## src/design/pci_pkg.sv

```systemverilog
`timescale 1ns / 1ps
package pci_pkg;

  localparam int ERR_W  = 32;
  localparam int SUM_W  = 34;
  localparam int GAIN_W = 24;
  localparam int LIM_W  = 31;
  localparam int SLIM_W = 32;
  localparam int IDX_W  = 3;
  localparam int DATA_W = 32;

  localparam logic CMD_COMPUTE = 1'b0;
  localparam logic CMD_CLEAR   = 1'b1;

  localparam logic [IDX_W-1:0] REG_PROP_GAIN        = 3'd0;
  localparam logic [IDX_W-1:0] REG_KI_TIMES_PERIOD  = 3'd1;
  localparam logic [IDX_W-1:0] REG_KD_TIMES_RATE    = 3'd2;
  localparam logic [IDX_W-1:0] REG_SUM_LIMIT        = 3'd3;
  localparam logic [IDX_W-1:0] REG_DRIVE_LIMIT      = 3'd4;
  localparam logic [IDX_W-1:0] REG_DEADBAND         = 3'd5;
  localparam logic [IDX_W-1:0] REG_DIFFERENCE_LIMIT = 3'd6;

  localparam logic [GAIN_W-1:0] RST_PROP_GAIN        = 24'd52429;
  localparam logic [GAIN_W-1:0] RST_KI_TIMES_PERIOD  = 24'd66;
  localparam logic [GAIN_W-1:0] RST_KD_TIMES_RATE    = 24'd327680;
  localparam logic [SLIM_W-1:0] RST_SUM_LIMIT        = 32'd1638400;
  localparam logic [LIM_W-1:0]  RST_DRIVE_LIMIT      = 31'd98304;
  localparam logic [LIM_W-1:0]  RST_DEADBAND         = 31'd6554;
  localparam logic [LIM_W-1:0]  RST_DIFFERENCE_LIMIT = 31'd2621;

  typedef struct packed {
    logic                    command;
    logic signed [ERR_W-1:0] error_in;
  } pci_in_t;

  typedef struct packed {
    logic signed [ERR_W-1:0] drive;
    logic                    drive_clamped;
  } pci_out_t;

  typedef struct packed {
    logic [GAIN_W-1:0] prop_gain;
    logic [GAIN_W-1:0] ki_times_period;
    logic [GAIN_W-1:0] kd_times_rate;
    logic [SLIM_W-1:0] sum_limit;
    logic [LIM_W-1:0]  drive_limit;
    logic [LIM_W-1:0]  deadband;
    logic [LIM_W-1:0]  difference_limit;
  } pci_cfg_t;

  typedef struct packed {
    logic prod_load;
    logic out_load;
  } pci_load_t;

endpackage

```

## src/design/pci_front.sv

```systemverilog
`timescale 1ns / 1ps
module pci_front (
  input  logic                                  clk,
  input  logic                                  rst,
  input  logic                                  accept,
  input  pci_pkg::pci_in_t                      item,
  input  pci_pkg::pci_cfg_t                     cfg,
  output logic signed [pci_pkg::ERR_W-1:0]      e_q,
  output logic signed [pci_pkg::SUM_W-1:0]      sum_q,
  output logic signed [pci_pkg::ERR_W-1:0]      diff_q
);
  import pci_pkg::*;

  logic signed [SUM_W-1:0]   error_sum;
  logic signed [ERR_W-1:0]   previous_error;
  logic                      first_step;

  logic signed [ERR_W-1:0]   e;
  logic signed [ERR_W-1:0]   prev_eff;
  logic        [ERR_W:0]     e_mag;
  logic                      above_band;
  logic signed [SUM_W:0]     sum_raw;
  logic signed [SUM_W:0]     sum_lim;
  logic signed [SUM_W:0]     sum_clamp;
  logic signed [SUM_W-1:0]   sum_next;
  logic signed [ERR_W:0]     diff_raw;
  logic signed [ERR_W:0]     diff_lim;
  logic signed [ERR_W:0]     diff_clamp;

  assign e        = item.error_in;
  assign prev_eff = first_step ? e : previous_error;

  assign e_mag      = e[ERR_W-1] ? ((ERR_W+1)'(0) - {e[ERR_W-1], e}) : {1'b0, e};
  assign above_band = e_mag > {2'b00, cfg.deadband};

  assign sum_raw = {error_sum[SUM_W-1], error_sum} + {{(SUM_W+1-ERR_W){e[ERR_W-1]}}, e};
  assign sum_lim = {{(SUM_W+1-SLIM_W){1'b0}}, cfg.sum_limit};

  always_comb begin
    if (sum_raw > sum_lim) begin
      sum_clamp = sum_lim;
    end else if (sum_raw < -sum_lim) begin
      sum_clamp = -sum_lim;
    end else begin
      sum_clamp = sum_raw;
    end
  end

  assign sum_next = above_band ? sum_clamp[SUM_W-1:0] : error_sum;

  assign diff_raw = {e[ERR_W-1], e} - {prev_eff[ERR_W-1], prev_eff};
  assign diff_lim = {2'b00, cfg.difference_limit};

  always_comb begin
    if (diff_raw > diff_lim) begin
      diff_clamp = diff_lim;
    end else if (diff_raw < -diff_lim) begin
      diff_clamp = -diff_lim;
    end else begin
      diff_clamp = diff_raw;
    end
  end

  always_ff @(posedge clk) begin
    if (rst) begin
      error_sum      <= '0;
      previous_error <= '0;
      first_step     <= 1'b1;
    end else if (accept) begin
      if (item.command == CMD_CLEAR) begin
        error_sum      <= '0;
        previous_error <= '0;
        first_step     <= 1'b1;
      end else begin
        error_sum      <= sum_next;
        previous_error <= e;
        first_step     <= 1'b0;
      end
    end
  end

  always_ff @(posedge clk) begin
    if (accept && item.command == CMD_COMPUTE) begin
      e_q    <= e;
      sum_q  <= sum_next;
      diff_q <= diff_clamp[ERR_W-1:0];
    end
  end

endmodule

```

## config.mk

```make
export PLATFORM = sky130hd
export DESIGN_NAME = pci_front
export DESIGN_NICKNAME = d
export VERILOG_FILES = /design/src/design/pci_pkg.sv /design/src/design/pci_front.sv
export SDC_FILE = /design/constraint.sdc
export NUM_CORES = 1
export LEC_CHECK = 0
export BUFFER_PORTS_ARGS = -buffer_cell sky130_fd_sc_hd__buf_2
export CORE_UTILIZATION = 40
export CTS_CLUSTER_SIZE = 20
export DETAILED_ROUTE_END_ITERATION = 10
export GPL_TIMING_DRIVEN = 0
export PLACE_DENSITY = 0.74
export SLEW_MARGIN = 30
export SYNTH_ARGS = -nofsm -noshare
export SYNTH_HDL_FRONTEND = slang
export SYNTH_SLANG_ARGS = --single-unit
```

## constraint.sdc

```tcl
create_clock -name clk -period 6.35 [get_ports clk]
set_input_delay 1.27 -clock clk [delete_from_list [all_inputs] [get_ports clk]]
set_output_delay 1.27 -clock clk [all_outputs]
set_load 0.05 [all_outputs]
```

After elaboration in Yosys (flattened, before gate mapping)
Cells that the tools add are included.
{"block": "totals", "reg_bits": 165, "input_bits": 233, "out_inout_bits": 98, "word_cells": 29}
{"block": "classes", "addsub": 5, "magnitude_cmp": 5, "muxes": 10, "n_bitwise": 1, "n_reduce_logical": 1}
{"cell": "two-way mux 34 bit", "count": 4}
{"cell": "two-way mux 32 bit", "count": 3}
{"cell": "adder 34 x 32 -> 35 bit", "count": 1}
{"cell": "greater-than comparator 35 x 33 -> 1 bit", "count": 1}
{"cell": "< comparator 35 bit", "count": 1}
{"cell": "negation 32 -> 35 bit", "count": 1}
{"cell": "greater-than comparator 33 x 31 -> 1 bit", "count": 1}
{"cell": "greater-than comparator 33 x 32 -> 1 bit", "count": 1}
{"cell": "< comparator 33 bit", "count": 1}
{"cell": "two-way mux 33 bit", "count": 1}
{"cell": "negation 31 -> 33 bit", "count": 1}
{"cell": "subtractor 1 x 32 -> 33 bit (first input constant)", "count": 1}
{"cell": "subtractor 32 x 32 -> 33 bit", "count": 1}
{"cell": "two-way mux 31 bit", "count": 1}
{"cell": "logical AND 1 bit", "count": 1}
{"cell": "two-way mux 1 bit", "count": 1}
{"cell": "inverter 1 bit", "count": 1}

Logic depth before layout (Yosys ltp)
{"block": "logic_depth", "ltp_word": 6, "mapped_depth": 27, "ltp_nobuf": 24}

Least setup slack after synthesis
Ideal clock, no wire load.
{"block": "synth_timing", "kind": "input -> register", "from": "input item[11] (netlist bit)", "to": "register sum_q[25] (netlist bit), data pin", "setup_ns": 0.268, "t_arrival_ns": 5.964, "path_slack_ns": 0.118, "path_stages": 23, "n_path_buf": 2, "cell_sequence": "ha_1 -> and4_1 -> nand2_1 -> nor4b_1 -> o21ai_0 -> o21ai_0 -> a21o_1 -> a21oi_1 -> xnor2_1 -> ha_1 -> nand4_1 -> nor2_1 -> and3_1 -> a22o_1 -> a21o_1 -> a211o_1 -> a2111oi_0 -> a221oi_1 -> nand2_1 -> clkbuf_1 -> buf_2 -> mux2i_1 -> o21ai_0"}
{"block": "synth_via", "elab_chain_len": 5, "word_cells_on_any_way": 9}
{"element": "start: declaration", "line_no": "pci_front.sv:6", "text": "input pci_pkg::pci_in_t item,"}
{"element": "adder 34 x 32 -> 35 bit", "line_no": "pci_front.sv:36", "text": "assign sum_raw = {error_sum[SUM_W-1], error_sum} + {{(SUM_W+1-ERR_W){e[ERR_W-1]}}, e};"}
{"element": "< comparator 35 bit", "line_no": "pci_front.sv:42", "text": "end else if (sum_raw < -sum_lim) begin"}
{"element": "two-way mux 34 bit", "line_no": "pci_front.sv:42"}
{"element": "two-way mux 34 bit", "line_no": "pci_front.sv:40", "text": "if (sum_raw > sum_lim) begin"}
{"element": "two-way mux 34 bit (*)", "line_no": "pci_front.sv:49", "text": "assign sum_next = above_band ? sum_clamp[SUM_W-1:0] : error_sum;"}
{"element": "via sum_next[25]", "line_no": "pci_front.sv:25", "text": "logic signed [SUM_W-1:0] sum_next;"}
{"element": "end signal: assignment", "line_no": "pci_front.sv:85", "text": "sum_q <= sum_next;"}
{"element": "end: declaration", "line_no": "pci_front.sv:9", "text": "output logic signed [pci_pkg::SUM_W-1:0] sum_q,"}
Mark *: on every way through the listed nets, which the timed path passes. The rest lies on a longest branch.
A chain may end at the register's enable or synchronous reset.

Worst setup path after layout
{"block": "layout_timing", "from": "input item[11] (netlist bit)", "to": "register sum_q[24] (netlist bit), data pin"}
Same word-level chain as after synthesis.

==> results_dict.tcl <==
set metrics [dict create \
    yosysUniqueCellTypes 77 \
    async_reset_ff_frac 0 \
    cts_buffers 17 \
    hold_class "reg2reg" \
    clock_path_buffers 2 \
    arrival_ns 6.49 \
    avgRoutedWirePerCell_um 19.4 \
    avgSynthCellArea_um2 8.47 \
    ys_seq_elements 165 \
    leakage_nw 8.85 \
    ant_nets 0 \
    fin_nets 2644 \
    crit_path_end_kind "flop" \
    required_ns 6.58 \
    setup_viol 0 \
    start_util 0.407 \
    hold_buffers 0 \
    finalNonFillerCells 2720 \
    row_count 73 \
    gr-total-overflow 0 \
    skew_ns 0.0153 \
    grt_pass1_vias 15238 \
    finalWirelength_um 52700 \
    setup.worst_path.start_class "input pin" \
    yosysTopAreaCellShare 0.182 \
    cap_viol_max_count 0 \
    synthAdderAreaFrac 0.178 \
    yosys-top-cells-area "edfxtp_1, ha_1, dfxtp_1, xnor2_1, a21oi_1" \
    yosysWarningCount 0 \
    register_area_mm2 0.00428 \
    placedInstanceArea_mm2 0.0180 \
    final-hold-violation-count 0 \
    dieHeight_um 203 \
    clk_pin_slew_ns 0.07 \
    worstSetupPathType "in2reg" \
    grt_max_degree 39 \
    htreeDepth 4 \
    multi_input_area_mm2 0.0117 \
    grt_usage 0.249 \
    yosys.area_share.xor_xnor 0.0702 \
    dr_total_vias 15800 \
    synth_simple_gate_area_frac 0.173 \
    period_needed_ns 6.26 \
    cts_tree "yes" \
    max-slew-margin-rel 0.484 \
    grt_pass1_wl_um 80700 \
    syn_area_mm2 0.0162 \
    io_buffers 223 \
    synth_top_family_by_area "compound AO/OA/AOI/OAI gates" \
    synth_ff_type "edfxtp_1" \
    cts_sinks 165 \
    fmax_mhz 160 \
    area_growth_pct 20.1 \
    worst_pin_slew_ns 0.769 \
    crit_fanout 10 \
    total_power_w 0.00449 \
    synth_compound_area_frac 0.229 \
    fin_util 0.489 \
    yosysSeqAreaShare 0.264 \
    ios 331 \
    ir_drop_v 0.000176 \
    drtIter0Drc 994 \
    hold_slack_ns 0.497 \
    first_pass_iters 7 \
    timing.final.crit_share 0.987 \
    syn_inst 1914 \
    syn_nets 2377 \
    synth_edf_count 98 \
    yosysTopAreaCell "edfxtp_1" \
    dp.final_hpwl_um 41800 \
    powerDensity_mw_per_mm2 231 \
    status "finished clean" \
    clock_insertion_delay_worst_skew_ns 0.47 \
    nFillCells 3833 \
    die_w_um 203 \
    dieArea_mm2 0.0413 \
    cts-root-buf "clkbuf_16" \
    antenna_found_initial 0 \
    drc 0 \
    dp.cells 2664 \
    stdcell_area_mm2 0.0195 \
    vias_per_cell 5.81 \
    gp_congestion 0.937 \
    slew_viol_final 0 \
    drive_gt1_frac 0.204 \
    coreArea_mm2 0.0398 \
    synth.area.mux_share 0.0367 \
]
-- routing by layer --
metal	part of all wire	global-route usage	up-vias
li1	-	-	7617
met1	0.43	0.311	7500
met2	0.47	0.425	555
met3	0.057	0.0363	128
met4	0.040	0.106	0
met5	0	0	-
-- logic make-up after synthesis --
family,Yosys count
xor+xnor,130
compound gates,569
flops,165
buf+inv,201
simple gates,560
mux,59
fa+ha+maj,230
-- through the flow --
| step | setup WS [ns] | setup TNS, ns |
|---|---|---|
| after floorplan | 0.118 | 0 |
| after global placement | -1.81 | -181.27 |
| after detailed placement | -1.90 | -124.96 |
| after CTS | 0.00116 | 0 |
| after global routing | -0.0484 | -0.121 |
| final | 0.0854 | 0 |
-- state kept, by name, summed over array words and instances (netlist names) --
signal and count:
e_q 32, first_step 1, previous_error 32, sum_q 34, diff_q 32, error_sum 34
-- Yosys cell counts, types with 56 or more instances --
cell      count
mux2i_1      56
dfxtp_1      67
clkbuf_1     60
a21o_1       82
ha_1        228
edfxtp_1     98
inv_1       130
o21ai_0     137
xnor2_1     117
nand2_1     149
a21oi_1     155
nor2_1      126
-- path summary, 6_finish.rpt --
| kind | slack [ns] | start | cells past startpoint | endpoint |
|---|---|---|---|---|
| setup reg to reg | 0.40 | first_step | 23 | diff_q[29] |
| hold / removal | 0.50 | error_sum[25] | 1 | error_sum[25] |
| hold reg to reg | 0.50 | error_sum[25] | 1 | error_sum[25] |
| setup / recovery | 0.09 | item[11] | 23 | sum_q[24] |
-- repair_timing --
action,4_1_cts,5_1_grt
endpoints found under the setup margin,100,100
gates cloned,0,1
resized for setup,76,153
pin swaps,4,13
buffers inserted,6,19
-- area by class of cell --
class                      instances  share of cell area
multi-input combinational       1548               0.601
sequential                       165               0.220
timing repair buffer             251              0.0706
tap                              525              0.0337
inverter                         132              0.0257
clock buffer                      17              0.0219
buffer                            66              0.0194
clock inverter                    15             0.00739
antenna                            1            0.000129
-- where the power goes --
group | total (W) | internal, W | switching (W)
Sequential | 0.00128 | 0.00126 | 0.0000290
Combinational | 0.00216 | 0.000783 | 0.00138
Clock | 0.00105 | 0.000549 | 0.000498
Total | 0.00449 | 0.00259 | 0.00190
-- cells in the final DEF (no fill, tap or decap), types with 31 or more instances in the layout --
| master | netlist | final |
|---|---|---|
| a21o_1 | 82 | 82 |
| a21oi_1 | 155 | 151 |
| buf_2 | 3 | 228 |
| buf_4 | 0 | 31 |
| dfxtp_1 | 67 | 67 |
| edfxtp_1 | 98 | 98 |
| ha_1 | 228 | 226 |
| inv_1 | 130 | 129 |
| mux2i_1 | 56 | 40 |
| nand2_1 | 149 | 148 |
| nand3_1 | 34 | 33 |
| nand4_1 | 40 | 40 |
| nor2_1 | 126 | 124 |
| nor2b_1 | 51 | 50 |
| nor3_1 | 46 | 37 |
| o21ai_0 | 137 | 103 |
| xnor2_1 | 117 | 109 |
-- critical path, cell delays in order --
cell and delay [ns]:
buf_2 0.19, ha_1 0.42, and4_1 0.28, o211ai_1 0.15, nand4bb_1 0.25, o21ai_4 0.26, o21ai_1 0.15, a21o_1 0.19
a21oi_1 0.24, xnor2_2 0.21, ha_1 0.31, nand4_1 0.14, nor2_1 0.09, and3_1 0.17, a22o_1 0.23, a21o_1 0.18
a211o_1 0.32, a2111oi_2 0.31, a221oi_1 0.11, buf_4 0.23, and3_1 0.19, a31o_2 0.24, o21ai_0 0.35
Note: power is estimated with default switching activity, not from simulation.
